**config.mk**
```make
export PLATFORM = sky130hd
export DESIGN_NAME = adc_scan_averager_core_flat
export DESIGN_NICKNAME = d
export VERILOG_FILES = /design/src/hdl/asa_pkg.sv /design/src/hdl/asa_in_if.sv /design/src/hdl/asa_out_if.sv /design/src/hdl/asa_cfg_if.sv /design/src/hdl/adc_scan_averager_core.sv /design/src/flat_wrapper.sv
export VERILOG_INCLUDE_DIRS = /design/src /design/src/hdl
export SDC_FILE = /design/constraint.sdc
export NUM_CORES = 1
export LEC_CHECK = 0
export ABC_CLOCK_PERIOD_IN_PS = 2800
export BUFFER_PORTS_ARGS = -buffer_cell sky130_fd_sc_hd__buf_2
export CELL_PAD_IN_SITES_DETAIL_PLACEMENT = 1
export CELL_PAD_IN_SITES_GLOBAL_PLACEMENT = 1
export CORE_UTILIZATION = 42
export DETAILED_ROUTE_END_ITERATION = 8
export GPL_TIMING_DRIVEN = 1
export PLACE_DENSITY = 0.76
export RECOVER_POWER = 50
export SYNTH_ARGS = -nofsm -noshare
export SYNTH_HDL_FRONTEND = slang
export SYNTH_SLANG_ARGS = --single-unit
```
**constraint.sdc**
```tcl
create_clock -name i_clk -period 2.8 [get_ports i_clk]
set_input_delay 0.28 -clock i_clk [delete_from_list [all_inputs] [get_ports i_clk]]
set_output_delay 0.28 -clock i_clk [all_outputs]
set_load 0.01 [all_outputs]
```
**src/hdl/adc_scan_averager_core_defines.svh**
```systemverilog
// Assertion macros for the ADC scan averager.
// Used by the core; depends on nothing else.
`ifndef ADC_SCAN_AVERAGER_CORE_DEFINES_SVH
`define ADC_SCAN_AVERAGER_CORE_DEFINES_SVH

`ifndef SYNTHESIS

// Check a property on every clock edge outside reset.
`define ASA_CHECK(label, clk, rst_n, prop, msg) \
    label: assert property (@(posedge clk) disable iff (!(rst_n)) (prop)) \
        else $error(msg);

// Check that a condition leads to a consequence in the next cycle.
`define ASA_CHECK_NEXT(label, clk, rst_n, ante, cons, msg) \
    label: assert property (@(posedge clk) disable iff (!(rst_n)) \
        (ante) |=> (cons)) else $error(msg);

`else

`define ASA_CHECK(label, clk, rst_n, prop, msg)
`define ASA_CHECK_NEXT(label, clk, rst_n, ante, cons, msg)

`endif

`endif

```
**src/hdl/asa_pkg.sv**
```systemverilog
// Shared types and constants of the ADC scan averager.
// No dependencies; used by the interfaces, the core and the testbench.
`default_nettype none

package asa_pkg;

    localparam int LOG2_SAMPLES_DEF = 4;
    localparam int SLOTS_DEF        = 8;
    localparam int MAX_SLOTS        = 8;

    localparam int SAMPLE_W      = 10;
    localparam int SLOT_W        = 3;
    localparam int MUX_W         = 5;
    localparam int MUX_TABLE_W   = MAX_SLOTS * MUX_W;
    localparam int CHAN_CNT_W    = 4;
    localparam int ACC_W         = 16;
    localparam int CFG_ADDR_W    = 2;
    localparam int CFG_DATA_W    = MUX_TABLE_W;

    localparam logic OP_SAMPLE = 1'b0;
    localparam logic OP_READ   = 1'b1;

    localparam logic [CFG_ADDR_W-1:0] CFG_CHANNEL_COUNT = 2'd0;
    localparam logic [CFG_ADDR_W-1:0] CFG_MUX_TABLE     = 2'd1;

    typedef struct packed {
        logic                op;
        logic [SAMPLE_W-1:0] sample;
        logic [SLOT_W-1:0]   read_index;
    } t_in_item;

    typedef struct packed {
        logic [SAMPLE_W-1:0] read_value;
        logic [MUX_W-1:0]    mux_code;
        logic                average_done;
        logic [SLOT_W-1:0]   done_slot;
    } t_out_item;

    typedef struct packed {
        logic [CFG_ADDR_W-1:0] addr;
        logic [CFG_DATA_W-1:0] data;
    } t_cfg_req;

endpackage

`default_nettype wire

```
**src/hdl/asa_in_if.sv**
```systemverilog
// Input request channel of the ADC scan averager.
// Depends on asa_pkg for the payload type.
`default_nettype none

interface asa_in_if import asa_pkg::*; ();
    logic     valid;
    logic     ready;
    t_in_item data;

    modport source (output valid, output data, input ready);
    modport sink   (input valid, input data, output ready);
endinterface

`default_nettype wire

```
**src/hdl/asa_out_if.sv**
```systemverilog
// Result channel of the ADC scan averager.
// Depends on asa_pkg for the payload type.
`default_nettype none

interface asa_out_if import asa_pkg::*; ();
    logic      valid;
    logic      ready;
    t_out_item data;

    modport source (output valid, output data, input ready);
    modport sink   (input valid, input data, output ready);
endinterface

`default_nettype wire

```
**src/hdl/asa_cfg_if.sv**
```systemverilog
// Configuration write channel of the ADC scan averager.
// Depends on asa_pkg for the request type.
`default_nettype none

interface asa_cfg_if import asa_pkg::*; ();
    logic     valid;
    logic     ready;
    t_cfg_req data;

    modport source (output valid, output data, input ready);
    modport sink   (input valid, input data, output ready);
endinterface

`default_nettype wire

```
**src/hdl/adc_scan_averager_core.sv**
```systemverilog
// ADC scan averager core: accumulator, slot pointer, averages store, result register.
// Depends on asa_pkg, the three channel interfaces and the assertion header.
`default_nettype none

`include "adc_scan_averager_core_defines.svh"

// Round-robin scan averager. Each sample request adds a conversion result to the
// accumulator until 2^LOG2_SAMPLES samples are held; the following sample is
// dropped as settling and instead stores the average for the current slot and
// advances the slot pointer, which wraps after channel_count-1. A read request
// returns a stored average. Every request gives one result, registered in the cycle
// after acceptance; a new request is taken every cycle, the single accumulate and
// compare stage setting that rate, and a result that waits downstream holds off
// the input until it is taken. The averages store resets to zero at once,
// with no clearing pass. Write configuration only while no request is in flight.
module adc_scan_averager_core import asa_pkg::*; #(
    parameter int LOG2_SAMPLES = LOG2_SAMPLES_DEF,
    parameter int SLOTS        = SLOTS_DEF
) (
    input  wire         i_clk,
    input  wire         i_rst_n,
    asa_cfg_if.sink     i_cfg,
    asa_in_if.sink      i_in,
    asa_out_if.source   o_out
);

    localparam int CNT_W = LOG2_SAMPLES + 1;
    localparam logic [CNT_W-1:0]      BLOCK_LEN = CNT_W'(2 ** LOG2_SAMPLES);
    localparam logic [CHAN_CNT_W-1:0] SLOT_CNT  = CHAN_CNT_W'(SLOTS);

    logic [CHAN_CNT_W-1:0]  r_chan_count;
    logic [MUX_TABLE_W-1:0] r_mux_table;
    logic [CNT_W-1:0]       r_count, n_count;
    logic [ACC_W-1:0]       r_acc, n_acc;
    logic [SLOT_W-1:0]      r_slot, n_slot;
    logic [SAMPLE_W-1:0]    r_avg [SLOTS];
    logic                   r_out_valid, n_out_valid;
    t_out_item              r_out, n_out;

    logic                   in_fire;
    logic                   avg_we;
    logic [CHAN_CNT_W-1:0]  eff_count;
    logic [CHAN_CNT_W-1:0]  slot_inc;
    logic [SAMPLE_W-1:0]    avg_value;

    assign i_cfg.ready = 1'b1;
    assign i_in.ready  = !r_out_valid || o_out.ready;
    assign in_fire     = i_in.valid && i_in.ready;

    assign o_out.valid = r_out_valid;
    assign o_out.data  = r_out;

    // clamp the rotation length into 1..SLOTS
    always_comb begin
        if (r_chan_count == '0) begin
            eff_count = CHAN_CNT_W'(1);
        end else if (r_chan_count > SLOT_CNT) begin
            eff_count = SLOT_CNT;
        end else begin
            eff_count = r_chan_count;
        end
    end

    assign slot_inc  = {1'b0, r_slot} + CHAN_CNT_W'(1);
    assign avg_value = SAMPLE_W'(r_acc >> LOG2_SAMPLES);

    always_comb begin
        n_count = r_count;
        n_acc   = r_acc;
        n_slot  = r_slot;
        avg_we  = 1'b0;
        n_out   = r_out;
        if (in_fire) begin
            n_out.read_value   = '0;
            n_out.average_done = 1'b0;
            n_out.done_slot    = '0;
            if (i_in.data.op == OP_READ) begin
                for (int i = 0; i < SLOTS; i++) begin
                    if (i_in.data.read_index == SLOT_W'(i)) begin
                        n_out.read_value = r_avg[i];
                    end
                end
            end else if (r_count < BLOCK_LEN) begin
                n_count = r_count + CNT_W'(1);
                n_acc   = r_acc + ACC_W'(i_in.data.sample);
            end else begin
                // settling sample: store the average, drop the sample, advance
                avg_we             = 1'b1;
                n_out.average_done = 1'b1;
                n_out.done_slot    = r_slot;
                n_count            = '0;
                n_acc              = '0;
                n_slot = (slot_inc >= eff_count) ? '0 : slot_inc[SLOT_W-1:0];
            end
            n_out.mux_code = r_mux_table[n_slot * MUX_W +: MUX_W];
        end
    end

    always_comb begin
        if (in_fire) begin
            n_out_valid = 1'b1;
        end else if (o_out.ready) begin
            n_out_valid = 1'b0;
        end else begin
            n_out_valid = r_out_valid;
        end
    end

    always_ff @(posedge i_clk) begin
        if (!i_rst_n) begin
            r_chan_count <= CHAN_CNT_W'(1);
            r_mux_table  <= '0;
        end else if (i_cfg.valid && i_cfg.ready) begin
            unique case (i_cfg.data.addr)
                CFG_CHANNEL_COUNT: r_chan_count <= i_cfg.data.data[CHAN_CNT_W-1:0];
                CFG_MUX_TABLE:     r_mux_table  <= i_cfg.data.data[MUX_TABLE_W-1:0];
                default: begin
                    // ignore writes beyond the register list
                end
            endcase
        end
    end

    always_ff @(posedge i_clk) begin
        if (!i_rst_n) begin
            r_count     <= '0;
            r_acc       <= '0;
            r_slot      <= '0;
            r_out_valid <= 1'b0;
        end else begin
            r_count     <= n_count;
            r_acc       <= n_acc;
            r_slot      <= n_slot;
            r_out_valid <= n_out_valid;
        end
    end

    always_ff @(posedge i_clk) begin
        if (!i_rst_n) begin
            for (int i = 0; i < SLOTS; i++) begin
                r_avg[i] <= '0;
            end
        end else if (avg_we) begin
            for (int i = 0; i < SLOTS; i++) begin
                if (r_slot == SLOT_W'(i)) begin
                    r_avg[i] <= avg_value;
                end
            end
        end
    end

    always_ff @(posedge i_clk) begin
        r_out <= n_out;
    end

    `ASA_CHECK(a_count_bound, i_clk, i_rst_n, r_count <= BLOCK_LEN, "sample count past block length")
    `ASA_CHECK(a_slot_bound, i_clk, i_rst_n, {1'b0, r_slot} < SLOT_CNT, "slot pointer out of range")
    `ASA_CHECK_NEXT(a_block_clear, i_clk, i_rst_n, in_fire && i_in.data.op == OP_SAMPLE && r_count == BLOCK_LEN, r_count == '0 && r_acc == '0 && r_out_valid && r_out.average_done, "block end did not clear the accumulator")
    `ASA_CHECK_NEXT(a_read_keeps_state, i_clk, i_rst_n, in_fire && i_in.data.op == OP_READ, $stable(r_slot) && $stable(r_count) && $stable(r_acc) && !r_out.average_done, "read request changed scan state")

endmodule

`default_nettype wire

```
**src/flat_wrapper.sv**
```systemverilog
// flat-port wrapper written by rule: the top's interface ports become plain ports
module adc_scan_averager_core_flat import asa_pkg::*;
#(
    parameter int LOG2_SAMPLES = LOG2_SAMPLES_DEF,
    parameter int SLOTS        = SLOTS_DEF
)
  (i_clk, i_rst_n, i_cfg_valid, i_cfg_data, i_cfg_ready, i_in_valid, i_in_data, i_in_ready, o_out_valid, o_out_data, o_out_ready);
  asa_cfg_if i_cfg_i ();
  asa_in_if i_in_i ();
  asa_out_if o_out_i ();
  input  wire i_clk;
  input  wire i_rst_n;
  input wire logic [$bits(i_cfg_i.valid)-1:0] i_cfg_valid;
  input wire logic [$bits(i_cfg_i.data)-1:0] i_cfg_data;
  output wire logic [$bits(i_cfg_i.ready)-1:0] i_cfg_ready;
  input wire logic [$bits(i_in_i.valid)-1:0] i_in_valid;
  input wire logic [$bits(i_in_i.data)-1:0] i_in_data;
  output wire logic [$bits(i_in_i.ready)-1:0] i_in_ready;
  output wire logic [$bits(o_out_i.valid)-1:0] o_out_valid;
  output wire logic [$bits(o_out_i.data)-1:0] o_out_data;
  input wire logic [$bits(o_out_i.ready)-1:0] o_out_ready;
  assign i_cfg_i.valid = i_cfg_valid;
  assign i_cfg_i.data = i_cfg_data;
  assign i_cfg_ready = i_cfg_i.ready;
  assign i_in_i.valid = i_in_valid;
  assign i_in_i.data = i_in_data;
  assign i_in_ready = i_in_i.ready;
  assign o_out_valid = o_out_i.valid;
  assign o_out_data = o_out_i.data;
  assign o_out_i.ready = o_out_ready;
  adc_scan_averager_core #(.LOG2_SAMPLES(LOG2_SAMPLES), .SLOTS(SLOTS)) u_core (.i_clk(i_clk), .i_rst_n(i_rst_n), .i_cfg(i_cfg_i), .i_in(i_in_i), .o_out(o_out_i));
endmodule
```
==> out/qor.csv, run 1 <==
stage,metric,value,unit
outcome,status,"complete, but fails checks",
outcome,violated checks,"design-rule violations, max-capacitance violations, max-slew violations",
global_routing,remaining global-route overflow,0,
logic_synthesis,"Primary FF master, synth",edfxtp_1,
floorplanning,IO Pins,83,
detailed_routing,WL final,21600,um
final_layout,"commonest cells after routing, fill and taps aside","nand2_1, edfxtp_1, nor2_1, dfxtp_1, buf_2",
final_layout,share of layout cells above drive strength 1,0.186,
pwr,Peak supply drop,470,uV
logic_synthesis,Synth area leaders,"edfxtp_1, dfxtp_1, mux2i_1",
detailed_routing,antenna-violating nets left,0,
final_layout,final core occ,0.511,
global_routing,global-route wire length before repair,33900,um
sta,Worst Tran Pin Value,1.79,ns
clocking,H-tree level count,4,
worst_setup_path,crit path max fanout,7,
worst_setup_path,CP Class,reg -> reg,
pwr,Net Switching,1.41,mW
sta,setup TNS,0,ns
sta,post-layout min period,2.76,ns
global_routing,GRT Util Overall,0.234,
sta,slew margin rel.,-0.190,
pwr,power share of the combinational group,0.089,
logic_synthesis,synthesized instance count,749,
final_layout,"most common cell after layout, fill and taps aside",nand2_1,
final_layout,P&R area growth vs syn,18.1,%
global_routing,number of global-route vias before repair,6273,
logic_synthesis,area share of the largest cell type after synthesis,0.379,
floorplanning,Die Height,139,um
detailed_routing,average via count per standard cell,5.44,
worst_hold_path,worst hold-check path type,in -> reg,
logic_synthesis,Yosys top cell by area,edfxtp_1,
logic_synthesis,Synth Area per Inst,10.5,um2
floorplanning,Initial Util,0.433,
logic_synthesis,syn nets,832,
clocking,CTS buffer count,17,
sta,max-slew violations,51,
placed_design,DP Area,0.00851,mm2
clocking,post-cts hold buffer count,0,
final_layout,Finished Cell Area,0.00927,mm2
clocking,TritonCTS clock tree,done,
logic_synthesis,Mapped Area,0.00785,mm2
pwr,switch share,0.250,
sta,Worst Skew,0.0101,ns
global_routing,largest net degree at the start of global routing,51,
floorplanning,die width,139,um
pwr,Leak,3.41,nW
clocking,Worst-Skew Late Latency,0.44,ns
pwr,clock network fraction of total power,0.420,
final_layout,# nets final,923,
logic_synthesis,Post-synth EDFFs,99,
floorplanning,Rows,49,
pwr,PwrDens,610,mW/mm2
worst_setup_path,worst path arrival time,2.94,ns
floorplanning,Die Area,0.0192,mm2
clocking,clock sinks,166,
worst_setup_path,CP endpoint kind,flop,
pwr,internal power,4.24,mW
run,Max-Cap Viols,1,
worst_setup_path,startpoint types,flop,
logic_synthesis,synthesis warning total,0,
clocking,root buffer cell,clkbuf_16,
sta,# setup viols final,0,
sta,final hold violations,0,
detailed_routing,WL/cell,20.0,um
placed_design,IO buf count,81,
pwr,Sequential Power Share,0.491,
global_routing,initial antenna violation count,0,
detailed_routing,DRC,4,
detailed_routing,via count,5886,
detailed_routing,DRT Pass-1 Iters,7,
floorplanning,Core Area,0.0181,mm2
logic_synthesis,post-synthesis sequential area ratio,0.550,
placed_design,placed instance count,1037,
pwr,total chip power,5.66,mW
final_layout,Final Non-Filler Cells,1082,
worst_setup_path,CP required,2.98,ns
sta,Tcrit/Tclk final,0.985,
logic_synthesis,asr flop ratio synth,0,
logic_synthesis,Synth cell types,55,
clocking,Worst-path clk slew,0.06,ns
sta,RSZ-0062 raised after global routing,yes,
logic_synthesis,synthesized flop and latch total,166,
placed_design,routability congestion estimate,0.822,
detailed_routing,Iter 0 DRT Violations,390,
clocking,CTS max path bufs,2,
placed_design,hpwl dp,15400,um
final_layout,ANT cells,0,
sta,Fmax achieved,363,MHz
[power by group through the flow]
stage | Sequential (mW) | Clock, mW | Combinational (mW)
floorplan | 2.81 | 0 | 0.312
global placement | 2.82 | 0 | 0.472
detailed placement | 2.83 | 0 | 0.506
CTS | 2.78 | 2.41 | 0.511
global route | 2.79 | 2.51 | 0.552
finish | 2.78 | 2.38 | 0.501
[Yosys cell counts, types with 3 or more instances]
cell	count
buf_1	3
mux2i_1	53
mux2_2	14
o21ai_1	3
inv_1	18
nor3b_1	3
nand4_1	3
nand3b_1	6
a21boi_0	52
xor2_1	7
edfxtp_1	99
a21oi_1	31
ha_1	21
nor3_1	9
nand2_1	138
xnor2_1	4
and2_1	4
dfxtp_1	67
o21ai_0	23
clkbuf_1	31
a211oi_1	3
o22ai_1	4
buf_6	3
nand3_1	9
nor2_1	92
nor2b_1	12
[logic make-up after synthesis]
group | synth area share
and+or+nand+nor | 0.159
other | 0.000478
AOI/OAI and AO/OA | 0.114
xor gates and xnor gates | 0.0123
adders and majority gates | 0.0360
muxes | 0.0934
buffers and inverters | 0.0357
DFF | 0.550
[final timing paths]
path / end / startpoint / cells past startpoint / slack [ns]
worst max register to register: u_core.o_out.data[7] / u_core.r_slot[0] / 11 / 0.04
worst max-delay path: u_core.o_out.data[7] / u_core.r_slot[0] / 11 / 0.04
worst min-delay path: u_core.r_chan_count[0] / i_cfg_data[0] / 3 / 0.08
worst min register to register: u_core.r_acc[0] / u_core.r_acc[0] / 2 / 0.47
[layout make-up]
class                      count  area, um2
clock inverter                13        159
inverter                      19       80.1
fill                        2022       8880
multi-input combinational    522       3370
tap                          229        287
clock buffer                  19        433
sequential                   166       4320
timing repair buffer         114        618
[per-stage QoR]
stage / hold slack (ns) / worst slack (ns)
final: 0.0850 / 0.0422
after global routing: 0.0914 / -0.0442
after CTS: 0.0735 / -0.0110
after detailed placement: 0.464 / -0.152
after global placement: 0.455 / 0.0352
after floorplan: 0.404 / 0.00948
[sequential cells by signal (all words and copies together) (netlist names)]
signal               count
u_core.r_mux_table      40
u_core.o_out.valid       1
u_core.r_avg            80
u_core.r_acc            14
u_core.o_out.data       19
u_core.r_count           5
u_core.r_slot            3
u_core.r_chan_count      4
[routing by layer]
metal  vias up  GRT usage  share of wire
met4         0     0.0830          0.020
met3        34     0.0452          0.037
met5         -          0              0
li1       2789          -              -
met1      2933      0.283           0.43
met2       130      0.415           0.52
[critical path, stage by stage, from the launching register on]
cell,delay (ns)
dfxtp_4,0.38
buf_6,0.13
inv_2,0.06
ha_4,0.24
ha_1,0.29
nand2_1,0.12
o21ai_4,0.08
o41ai_4,0.31
buf_4,0.26
mux2i_4,0.26
mux2i_1,0.10
mux2_4,0.27
[repair_timing]
item	4_1_cts	5_1_grt
pin swaps	5	3
buffers inserted	3	9
gates cloned	2	0
endpoints found under the setup margin	5	5
gates resized for setup	20	9
Power figures use the tool's default switching activity.
==> run 2, diff against run 1 <==
Settings changed: CORE_ASPECT_RATIO set to 1.1.
==> out/qor.csv, run 2 (same netlist as run 1, synthesis figures left out) <==
stage,metric,value,unit
outcome,status,"complete, but fails checks",
outcome,violated checks,"max-capacitance violations, max-slew violations",
worst_setup_path,crit-path cells,ha_4 -> ha_4 -> inv_2 -> ha_4 -> a21oi_2 -> o21ai_2 -> o41ai_4 -> buf_6 -> buf_6 -> mux2i_1 -> mux2i_1 -> mux2_4,
pwr,PwrDens,589,mW/mm2
detailed_routing,WL final,20400,um
sta,# setup viols final,0,
final_layout,ANT cells,0,
placed_design,IO buf count,81,
worst_setup_path,Worst Path Buf+Inv,3,
global_routing,GR Util met1,0.262,
worst_setup_path,CP endpoint kind,flop,
clocking,CTS buffer count,17,
sta,Worst Skew,0.00730,ns
pwr,power share of the combinational group,0.092,
detailed_routing,Iter 0 DRT Violations,196,
floorplanning,Die Height,145,um
sta,final hold violations,0,
floorplanning,Initial Util,0.428,
floorplanning,die width,132,um
final_layout,"commonest cells after routing, fill and taps aside","nand2_1, edfxtp_1, nor2_1, dfxtp_1, buf_2",
global_routing,largest net degree at the start of global routing,57,
pwr,Sequential Power Share,0.517,
clocking,H-tree level count,4,
placed_design,placed instance count,1051,
clocking,CTS max path bufs,2,
sta,Tcrit/Tclk final,0.964,
global_routing,remaining global-route overflow,0,
detailed_routing,DRC,0,
detailed_routing,via count,5756,
placed_design,routability congestion estimate,0.854,
sta,RSZ-0062 raised after global routing,no,
detailed_routing,antenna-violating nets left,0,
final_layout,Final Non-Filler Cells,1089,
global_routing,global-route wire length before repair,32900,um
worst_setup_path,CP required,2.98,ns
pwr,total chip power,5.37,mW
pwr,Peak supply drop,405,uV
pwr,internal power,4.03,mW
global_routing,Top Usage Layer GRT,met2,
worst_setup_path,CP Class,reg -> reg,
detailed_routing,WL/cell,18.7,um
detailed_routing,average via count per standard cell,5.29,
worst_setup_path,crit path max fanout,4,
clocking,TritonCTS clock tree,done,
sta,Worst Tran Pin Value,2.03,ns
floorplanning,Rows,52,
placed_design,hpwl dp,14500,um
clocking,Worst-Skew Late Latency,0.43,ns
sta,Fmax achieved,371,MHz
global_routing,met3 GRT Util,0.0366,
clocking,clock sinks,166,
floorplanning,Die Area,0.0192,mm2
worst_setup_path,startpoint types,flop,
pwr,switch share,0.249,
worst_setup_path,worst path arrival time,2.88,ns
pwr,Leak,3.32,nW
final_layout,share of layout cells above drive strength 1,0.169,
global_routing,met2 usage,0.401,
worst_hold_path,worst hold-check path type,in -> reg,
detailed_routing,DRT Pass-1 Iters,4,
sta,slew margin rel.,-0.353,
clocking,root buffer cell,clkbuf_16,
worst_setup_path,"most used cell, CP",ha_4,
global_routing,GRT Util Overall,0.223,
worst_setup_path,Crit path largest cell delay,0.37,ns
clocking,Worst-path clk slew,0.06,ns
final_layout,fill cell count,2075,
worst_setup_path,Worst path slowest cell,dfxtp_4,
final_layout,"most common cell after layout, fill and taps aside",nand2_1,
final_layout,P&R area growth vs syn,16.2,%
floorplanning,IO Pins,83,
worst_setup_path,critical path's top delay family,adder cells,
run,Max-Cap Viols,1,
floorplanning,Core Area,0.0183,mm2
final_layout,Biggest register,u_core.r_avg,
sta,max-slew violations,57,
final_layout,number of flip-flops in the largest register,80,
sta,post-layout min period,2.70,ns
global_routing,initial antenna violation count,0,
pwr,clock network fraction of total power,0.391,
pwr,Net Switching,1.34,mW
final_layout,# nets final,916,
global_routing,number of global-route vias before repair,6226,
## run 2: changes by cell type in the layout (fill, tap and decap cells not counted), sizes merged
cell / delta
bufinv: -2
inv: -3
buf: -8
clkbuf: +2
clkinv: +4
## run 2: final cells by class
class	count	area, um2	area share
clock buffer	20	437	0.0479
clock inverter	12	80.1	0.00878
inverter	19	73.8	0.00809
multi-input combinational	522	3330	0.365
sequential	166	4320	0.474
tap	243	304	0.0333
timing repair buffer	107	573	0.0628
## run 2: power by group through the flow
stage	registers (mW)	logic, mW	clock network, mW
floorplan	2.81	0.312	0
global placement	2.82	0.475	0
detailed placement	2.83	0.503	0
CTS	2.77	0.509	2.13
global route	2.79	0.548	2.21
finish	2.78	0.496	2.10
## run 2: worst min-delay path, stage by stage
cell and delay [ns]:
buf_2 0.09, mux2i_1 0.07, nand2_1 0.06
## run 2: what timing repair did
item	CTS	global route
hold buffers	0	0
setup endpoints to repair	5	5
cloned	2	0
pin swaps	5	1
hold endpoints to repair	0	0
resized for setup	18	4
setup buffers	3	1
## run 2: per-stage QoR
step | worst slack [ns] | instance area, um2 | setup TNS, ns | util | hold slack (ns)
global placement | 0.0552 | 8530 | 0 | 0.465 | 0.453
CTS | -0.0288 | 9150 | -0.0288 | 0.499 | 0.0894
finish | 0.102 | 9120 | 0 | 0.497 | 0.100
detailed placement | -0.168 | 8530 | -0.536 | 0.465 | 0.466
global route | 0.00340 | 9120 | 0 | 0.497 | 0.106
floorplan | 0.00948 | 7870 | 0 | - | 0.404
## run 2: per-layer routing
metal  wire length [um]  vias to the layer above  share of wire
met2              10700                      103           0.53
met5                  0                        -              0
li1                   -                     2778              -
met4                512                        0          0.025
met3                572                       34          0.028
met1               8590                     2841           0.42
## run 2: final timing paths
check	from	endpoint	slack, ns	cells after the start
worst max-delay path	u_core.r_slot[1]	u_core.o_out.data[6]	0.10	12
worst min-delay path	i_cfg_data[0]	u_core.r_chan_count[0]	0.10	3
worst max register to register	u_core.r_slot[1]	u_core.o_out.data[6]	0.10	12
worst min register to register	u_core.r_mux_table[11]	u_core.r_mux_table[11]	0.48	2
